==> src/design/lbc_pkg.sv <==
// lbc_pkg: shared types and constants for the block buffer cache tag controller
// no dependencies; imported by lru_block_buffer_cache_tags and lbc_order
package lbc_pkg;

	localparam int DEV_W = 8;
	localparam int BLK_W = 32;
	localparam int TAG_W = DEV_W + BLK_W;

	typedef enum logic [1:0] {
		ACT_GET       = 2'd0,
		ACT_WRITE     = 2'd1,
		ACT_RELEASE   = 2'd2,
		ACT_DISK_DONE = 2'd3
	} action_t;

	typedef struct packed {
		action_t            action;
		logic [DEV_W-1:0]   device_id;
		logic [BLK_W-1:0]   block_number;
		logic [3:0]         buffer_index;
	} req_t;

	typedef struct packed {
		logic [3:0] slot;
		logic       hit;
		logic       disk_read;
		logic       disk_write;
		logic       no_buffer;
	} rsp_t;

endpackage

==> src/design/lru_block_buffer_cache_tags.sv <==
// lru_block_buffer_cache_tags: tag and lru replacement controller for disk block buffers
// depends on lbc_pkg, lbc_ram (tag store) and lbc_order (recency order)
//
//  channel | handshake             | payload
//  --------+-----------------------+-------------------------------
//  request | start, busy           | req  (action, device, block, index)
//  result  | done (one cycle)      | rsp  (slot, hit, disk_read/write, no_buffer)
//
// write, disk done and release with out-of-range index: result in the cycle after the transfer
// release: the order walks from position 0 to p, the slot's position, and moves the slot to the front
// get: one recency position a cycle, a hit at position p answers after its tag read and compare,
//   a miss scans all positions for a hit and then walks back from the last one for a victim
// the recency order has a single read position, shared by the get scans and the release walk
// reset clears flags and restores the order; results cannot be stalled
module lru_block_buffer_cache_tags #(
	parameter int NUM_BUFFERS = 16
) (
	input  logic          clk,
	input  logic          arst_n,
	input  logic          start,
	input  lbc_pkg::req_t req,
	output logic          busy,
	output logic          done,
	output lbc_pkg::rsp_t rsp
);
	import lbc_pkg::*;

	localparam int SW = $clog2(NUM_BUFFERS);
	localparam logic [SW-1:0] LAST = SW'(NUM_BUFFERS - 1);

	typedef enum logic [3:0] {
		ST_IDLE  = 4'b0001,
		ST_HSCAN = 4'b0010,
		ST_VSCAN = 4'b0100,
		ST_MOVE  = 4'b1000
	} state_t;

	state_t           state_q, state_d;
	logic [NUM_BUFFERS-1:0] present_q, busy_f_q, valid_q, dirty_q;
	logic [SW-1:0]    pos_q;
	logic             iss_q;
	logic             chk_s1;
	logic             last_s1;
	logic [SW-1:0]    slot_s1;
	logic [TAG_W-1:0] tag_q;
	logic [3:0]       idx_q;
	logic             done_q;
	rsp_t             rsp_q, rsp_d;
	logic             emit;

	logic             idx_ok;
	logic [SW-1:0]    idx_slot;
	logic [SW-1:0]    ord_slot;
	logic             mv_start, mv_done;
	logic [TAG_W-1:0] ram_rdata;
	logic             ram_we;
	logic             match;
	logic             victim_ok;
	logic             accept;

	assign accept   = start && (state_q == ST_IDLE);
	assign idx_ok   = 32'(req.buffer_index) < 32'(NUM_BUFFERS);
	assign idx_slot = SW'(req.buffer_index);

	lbc_order #(.NUM_BUFFERS(NUM_BUFFERS)) u_order (
		.clk      (clk),
		.arst_n   (arst_n),
		.rd_pos   (pos_q),
		.rd_slot  (ord_slot),
		.mv_start (mv_start),
		.mv_slot  (idx_slot),
		.mv_done  (mv_done)
	);

	lbc_ram #(.WIDTH(TAG_W), .DEPTH(NUM_BUFFERS)) u_tags (
		.clk   (clk),
		.we    (ram_we),
		.waddr (ord_slot),
		.wdata (tag_q),
		.raddr (ord_slot),
		.rdata (ram_rdata)
	);

	// tag compare in the cycle after the read it belongs to
	assign match     = chk_s1 && present_q[slot_s1] && (ram_rdata == tag_q);
	assign victim_ok = !busy_f_q[ord_slot] && !dirty_q[ord_slot];
	assign ram_we    = (state_q == ST_VSCAN) && victim_ok;

	always_comb begin
		state_d  = state_q;
		emit     = 1'b0;
		rsp_d    = '0;
		mv_start = 1'b0;
		case (state_q)
			ST_IDLE: begin
				if (start) begin
					case (req.action)
						ACT_GET: begin
							state_d = ST_HSCAN;
						end
						ACT_WRITE: begin
							emit             = 1'b1;
							rsp_d.slot       = req.buffer_index;
							rsp_d.disk_write = idx_ok;
						end
						ACT_RELEASE: begin
							rsp_d.slot = req.buffer_index;
							if (idx_ok) begin
								mv_start = 1'b1;
								state_d  = ST_MOVE;
							end else begin
								emit = 1'b1;
							end
						end
						default: begin
							emit       = 1'b1;
							rsp_d.slot = req.buffer_index;
						end
					endcase
				end
			end
			ST_HSCAN: begin
				if (match) begin
					emit            = 1'b1;
					rsp_d.slot      = 4'(slot_s1);
					rsp_d.hit       = 1'b1;
					rsp_d.disk_read = !valid_q[slot_s1];
					state_d         = ST_IDLE;
				end else if (chk_s1 && last_s1) begin
					state_d = ST_VSCAN;
				end
			end
			ST_VSCAN: begin
				if (victim_ok) begin
					emit            = 1'b1;
					rsp_d.slot      = 4'(ord_slot);
					rsp_d.disk_read = 1'b1;
					state_d         = ST_IDLE;
				end else if (pos_q == '0) begin
					emit            = 1'b1;
					rsp_d.no_buffer = 1'b1;
					state_d         = ST_IDLE;
				end
			end
			ST_MOVE: begin
				if (mv_done) begin
					emit       = 1'b1;
					rsp_d.slot = idx_q;
					state_d    = ST_IDLE;
				end
			end
			default: begin
				state_d = ST_IDLE;
			end
		endcase
	end

	always_ff @(posedge clk or negedge arst_n) begin
		if (!arst_n) begin
			state_q   <= ST_IDLE;
			present_q <= '0;
			busy_f_q  <= '0;
			valid_q   <= '0;
			dirty_q   <= '0;
			pos_q     <= '0;
			iss_q     <= 1'b0;
			chk_s1    <= 1'b0;
			last_s1   <= 1'b0;
			slot_s1   <= '0;
			done_q    <= 1'b0;
		end else begin
			state_q <= state_d;
			done_q  <= emit;
			chk_s1  <= (state_q == ST_HSCAN) && iss_q && !match;
			slot_s1 <= ord_slot;
			last_s1 <= (pos_q == LAST);
			case (state_q)
				ST_IDLE: begin
					if (start && idx_ok) begin
						case (req.action)
							ACT_WRITE: begin
								dirty_q[idx_slot] <= 1'b1;
							end
							ACT_RELEASE: begin
								busy_f_q[idx_slot] <= 1'b0;
							end
							ACT_DISK_DONE: begin
								valid_q[idx_slot] <= 1'b1;
								dirty_q[idx_slot] <= 1'b0;
							end
							default: begin
							end
						endcase
					end
					if (start && (req.action == ACT_GET)) begin
						pos_q <= '0;
						iss_q <= 1'b1;
					end
				end
				ST_HSCAN: begin
					if (match) begin
						busy_f_q[slot_s1] <= 1'b1;
						iss_q             <= 1'b0;
					end else if (chk_s1 && last_s1) begin
						pos_q <= LAST;
					end else if (iss_q) begin
						pos_q <= pos_q + SW'(1);
						iss_q <= (pos_q != LAST);
					end
				end
				ST_VSCAN: begin
					if (victim_ok) begin
						present_q[ord_slot] <= 1'b1;
						busy_f_q[ord_slot]  <= 1'b1;
						valid_q[ord_slot]   <= 1'b0;
						dirty_q[ord_slot]   <= 1'b0;
					end else if (pos_q != '0) begin
						pos_q <= pos_q - SW'(1);
					end
				end
				default: begin
				end
			endcase
		end
	end

	// payload registers
	always_ff @(posedge clk) begin
		if (accept && (req.action == ACT_GET)) begin
			tag_q <= {req.device_id, req.block_number};
		end
		if (accept && (req.action == ACT_RELEASE)) begin
			idx_q <= req.buffer_index;
		end
		if (emit) begin
			rsp_q <= rsp_d;
		end
	end

	assign busy = (state_q != ST_IDLE);
	assign done = done_q;
	assign rsp  = rsp_q;

`ifndef SYNTHESIS
	a_hit_nobuf_excl: assert property (@(posedge clk) disable iff (!arst_n)
		done |-> !(rsp.hit && rsp.no_buffer))
		else $error("hit and no_buffer in one result");

	a_write_alone: assert property (@(posedge clk) disable iff (!arst_n)
		(done && rsp.disk_write) |-> (!rsp.hit && !rsp.disk_read && !rsp.no_buffer))
		else $error("disk write result carries get flags");

	a_simple_one_cycle: assert property (@(posedge clk) disable iff (!arst_n)
		(start && !busy && (req.action == ACT_WRITE || req.action == ACT_DISK_DONE))
		|=> (done && !busy))
		else $error("write or disk done transfer gave no result next cycle");

	a_done_follows_work: assert property (@(posedge clk) disable iff (!arst_n)
		done |-> ($past(busy) || $past(start)))
		else $error("result without a transfer");
`endif

endmodule

==> src/design/lbc_ram.sv <==
// lbc_ram: generic single write port ram with one registered read port
// no dependencies; storage has no reset
module lbc_ram #(
	parameter int WIDTH = 40,
	parameter int DEPTH = 16
) (
	input  logic                     clk,
	input  logic                     we,
	input  logic [$clog2(DEPTH)-1:0] waddr,
	input  logic [WIDTH-1:0]         wdata,
	input  logic [$clog2(DEPTH)-1:0] raddr,
	output logic [WIDTH-1:0]         rdata
);

	logic [WIDTH-1:0] mem [DEPTH];

	always_ff @(posedge clk) begin
		if (we) begin
			mem[waddr] <= wdata;
		end
		rdata <= mem[raddr];
	end

endmodule

==> src/design/lbc_order.sv <==
// lbc_order: recency order of the buffer slots, position 0 most recently used
// depends on lbc_pkg; one read position, move-to-front walks one position a cycle
module lbc_order #(
	parameter int NUM_BUFFERS = 16
) (
	input  logic                           clk,
	input  logic                           arst_n,
	input  logic [$clog2(NUM_BUFFERS)-1:0] rd_pos,
	output logic [$clog2(NUM_BUFFERS)-1:0] rd_slot,
	input  logic                           mv_start,
	input  logic [$clog2(NUM_BUFFERS)-1:0] mv_slot,
	output logic                           mv_done
);
	import lbc_pkg::*;

	localparam int SW = $clog2(NUM_BUFFERS);
	localparam logic [SW-1:0] LAST = SW'(NUM_BUFFERS - 1);

	logic [SW-1:0] ord_q [NUM_BUFFERS];
	logic          mv_act_q;
	logic [SW-1:0] mv_pos_q;
	logic [SW-1:0] mv_carry_q;
	logic [SW-1:0] mv_slot_q;
	logic [SW-1:0] addr;

	assign addr    = mv_act_q ? mv_pos_q : rd_pos;
	assign rd_slot = ord_q[addr];
	// the walk ends where the old copy of the slot sat, or at the last position
	assign mv_done = mv_act_q && ((rd_slot == mv_slot_q) || (mv_pos_q == LAST));

	always_ff @(posedge clk or negedge arst_n) begin
		if (!arst_n) begin
			for (int i = 0; i < NUM_BUFFERS; i++) begin
				ord_q[i] <= SW'(NUM_BUFFERS - 1 - i);
			end
			mv_act_q   <= 1'b0;
			mv_pos_q   <= '0;
			mv_carry_q <= '0;
			mv_slot_q  <= '0;
		end else if (mv_start) begin
			mv_act_q   <= 1'b1;
			mv_pos_q   <= '0;
			mv_carry_q <= mv_slot;
			mv_slot_q  <= mv_slot;
		end else if (mv_act_q) begin
			// shift one entry down towards the old position of the slot
			ord_q[mv_pos_q] <= mv_carry_q;
			mv_carry_q      <= rd_slot;
			mv_pos_q        <= mv_pos_q + SW'(1);
			if (mv_done) begin
				mv_act_q <= 1'b0;
			end
		end
	end

endmodule
==> config.mk <==
export PLATFORM = sky130hd
export DESIGN_NAME = lru_block_buffer_cache_tags
export DESIGN_NICKNAME = d
export VERILOG_FILES = /design/src/design/lbc_pkg.sv /design/src/design/lru_block_buffer_cache_tags.sv /design/src/design/lbc_ram.sv /design/src/design/lbc_order.sv
export SDC_FILE = /design/constraint.sdc
export NUM_CORES = 1
export LEC_CHECK = 0
export BUFFER_PORTS_ARGS = -buffer_cell sky130_fd_sc_hd__buf_4
export CAP_MARGIN = 15
export CORE_MARGIN = 1.5
export CORE_UTILIZATION = 62
export CTS_CLUSTER_DIAMETER = 150
export DETAILED_ROUTE_END_ITERATION = 10
export PLACE_DENSITY = 0.79
export SYNTH_ARGS = -nofsm -noshare
export SYNTH_HDL_FRONTEND = slang
export SYNTH_HIERARCHICAL = 1
export SYNTH_SLANG_ARGS = --single-unit
==> constraint.sdc <==
create_clock -name clk -period 9.1 [get_ports clk]
set_input_delay 1.82 -clock clk [delete_from_list [all_inputs] [get_ports clk]]
set_output_delay 1.82 -clock clk [all_outputs]
set_load 0.02 [all_outputs]
==> flow_summary.yaml <==
sta:
  setup_ws_ns: 2.47
  fin_skew_ns: 0.0404
  rsz0062_at_grt: "no"
  tightest_slew_ns: 1.25
  layout_worst_path_cycle_share: 0.729
  hold_viol: 0
  relSlewSlack: 0.169
  setup-violations-final: 0
  tns_ns: 0
  clock.fmax_ghz: 0.151
  drv_slew: 0
  layout_min_cycle_time_ns: 6.63
clock_network:
  clock-sinks: 889
  cts_tree: "done"
  ctsHoldBuffers: 0
  post-cts-setup-buffers: 0
  cts-root-buf: "clkbuf_16"
  path_clk_slew_ns: 0.06
  cts_made_buffers: 87
  clk_path_buf_depth: 3
  clock_latency_ns: 0.65
  cts_resized: 0
  htreeDepth: 3
finish:
  antennaDiodeCount: 0
  mostFrequentLayoutCells: "edfxtp_1, dfrtp_1, mux4_2"
  instances_no_fill: 2879
  final_layout_size_suffix_gt1_frac: 0.228
  nFillCells: 3350
  area_delta_synth_final_pct: 11.8
  layout_commonest_cell: "edfxtp_1"
  final_net_count: 2107
  stdcell_area_sq_um: 39700
grt:
  grt_pass1_vias: 19900
  grt_pass1_wl_um: 126000
  overflow: 0
  antenna_found_initial: 0
  grt.total_usage: 0.291
  grt_max_degree: 125
pwr:
  total_power_mw: 7.94
  ir_drop_mv: 0.212
  power_density_nw_per_um2: 200
  p_leak_nw: 13.5
drt:
  drt-pass1-iter-count: 6
  dr.first_iter.drc_count: 2455
  wl_um: 83900
  ant_nets: 0
  remaining_drc_errors: 0
  vias: 19500
  routedWlPerCell_um: 29.2
  viasPerCell: 6.76
worst_setup_path:
  arrival_ns: 6.90
  start_kind: "register"
  criticalPathCategory: "register to register"
  critPathMaxStageDelay_ns: 0.78
  cpMostUsedCell: "buf_4"
  crit_fanout: 55
  worstPathRequired_ns: 9.37
  slowest_stage: "buf_4"
  end_kind: "register"
  path_cells: "buf_4 > mux2i_4 > mux2i_1 > a22oi_1 > nand3_1 > o21ai_4 > buf_4 > inv_1 > a211o_1 > a21o_1 > nor2_4 > or3b_2 > nor2_4 > buf_4"
  reg2reg_slack_ns: 2.47
floorplanning:
  fp.dieH_um: 242
  die_w_um: 242
  boundaryPins: 59
  rows: 87
  dieArea_sq_um: 58700
  core_area_sq_um: 56500
  initial_utilization: 0.629
placement:
  dp_cells: 2717
  dp_slack_ns: 2.33
  place_area_sq_um: 36800
  port_buffers: 58
  gp_congestion: 0.937
  dp_hpwl_um: 48900
logic_synthesis:
  yosysSeqAreaShare: 0.720
  synth_top_cell_by_area: "edfxtp_1"
  synthArstFlopShare: 0.177
  synth_fp_nets: 2010
  synth_top_area_frac: 0.585
  syn_inst: 1955
  yosys_warnings: 6
  synth.area.top_cells: "edfxtp_1, dfrtp_1, mux4_2"
  syn_area_sq_um: 35500
  synthFlopType: "edfxtp_1"
  synth_edf_count: 692
  synth.distinct_cells: 79
  ys_seq_elements: 889
  avgSynthCellArea_sq_um: 18.2
flow_run:
  max-cap-violations: 0
status:
  status: "completed"
min_path:
  worstHoldPathType: "register to register"
## power breakdown
part	total [mW]	leakage [nW]	switching, mW	internal, mW
logic	0.0446	3.62	0.0285	0.0162
clock network	3.56	1.39	1.53	2.03
registers	4.33	8.46	0	4.33
## cell type report
| class | count | area [sq um] | share of cell area |
|---|---|---|---|
| flip-flops and latches | 889 | 25600 | 0.644 |
| multi-input cells | 943 | 9430 | 0.237 |
| clock buffers | 109 | 2330 | 0.0588 |
| well taps | 756 | 946 | 0.0238 |
| inverters | 25 | 93.8 | 0.00236 |
| repair buffers | 106 | 848 | 0.0214 |
| clock inverters | 51 | 498 | 0.0125 |
## worst paths after layout
| check | start | to | depth (start not counted) |
|---|---|---|---|
| max in group asynchronous | arst_n | state_q[3] | 2 |
| min in group asynchronous | arst_n | u_order/ord_q[42] | 1 |
| min | present_q[11] | present_q[11] | 1 |
| min reg2reg | present_q[11] | present_q[11] | 1 |
| max reg2reg | u_order/mv_act_q | u_tags/mem[2][25] | 14 |
| max | u_order/mv_act_q | u_tags/mem[2][25] | 14 |
## registers in the layout (all words and copies together) (netlist names), named ones only
| signal | flops |
|---|---|
| iss_q | 1 |
| u_tags/mem | 640 |
| idx_q | 4 |
| done | 1 |
| u_order/mv_pos_q | 4 |
| slot_s1 | 4 |
| busy_f_q | 16 |
| u_tags/rdata | 40 |
| valid_q | 16 |
| rsp | 8 |
| u_order/mv_carry_q | 4 |
| present_q | 16 |
| last_s1 | 1 |
| u_order/mv_act_q | 1 |
| pos_q | 4 |
| tag_q | 40 |
| state_q | 4 |
| u_order/ord_q | 64 |
| u_order/mv_slot_q | 4 |
| chk_s1 | 1 |
## layer usage
metal | share of wire | vias up | global-route usage
met5 | 0 | - | 0
met3 | 0.084 | 174 | 0.0524
met2 | 0.50 | 1087 | 0.473
li1 | - | 8083 | -
met4 | 0.032 | 0 | 0.101
met1 | 0.39 | 10100 | 0.404
## critical path, delay by kind of cell, from the launching register on
family | cells | cell delay [ns]
muxes | 2 | 0.89
and+or+nand+nor | 4 | 1.68
AOI/OAI and AO/OA | 4 | 1.23
DFF | 1 | 0.58
buffers and inverters | 4 | 1.79
## stage by stage
stage,hold WS (ns),utilization
after floorplan,0.423,-
final,0.463,0.703
after global placement,0.438,0.652
after global routing,0.483,0.703
after detailed placement,0.449,0.652
after CTS,0.464,0.702
## kinds of logic after synthesis
logic type,count (synthesis),synth area share
flops,889,0.720
xor+xnor,42,0.0104
buf+inv,123,0.0197
compound gates,297,0.0560
mux,276,0.147
simple gates,322,0.0455
fa+ha+maj,6,0.00211
## Yosys cell counts (all sizes together), types with 7 or more instances
cell type and number:
a31oi 16, buf 37, nor3 21, nand2b 15, nor2b 15, a21oi 33
nand4 8, edfxtp 692, mux2i 40, mux4 169, xnor2 10, o21bai 7
dfrtp 124, inv 25, and2 7, o21ai 86, xor2 32, nor4 11
mux2 67, nor2 86, and4 8, nand2 92, dfxtp 40, nand3 23
clkbuf 61, a22oi 98, or2 7, dfstp 33
No activity file was read; power rests on OpenSTA's default activity.
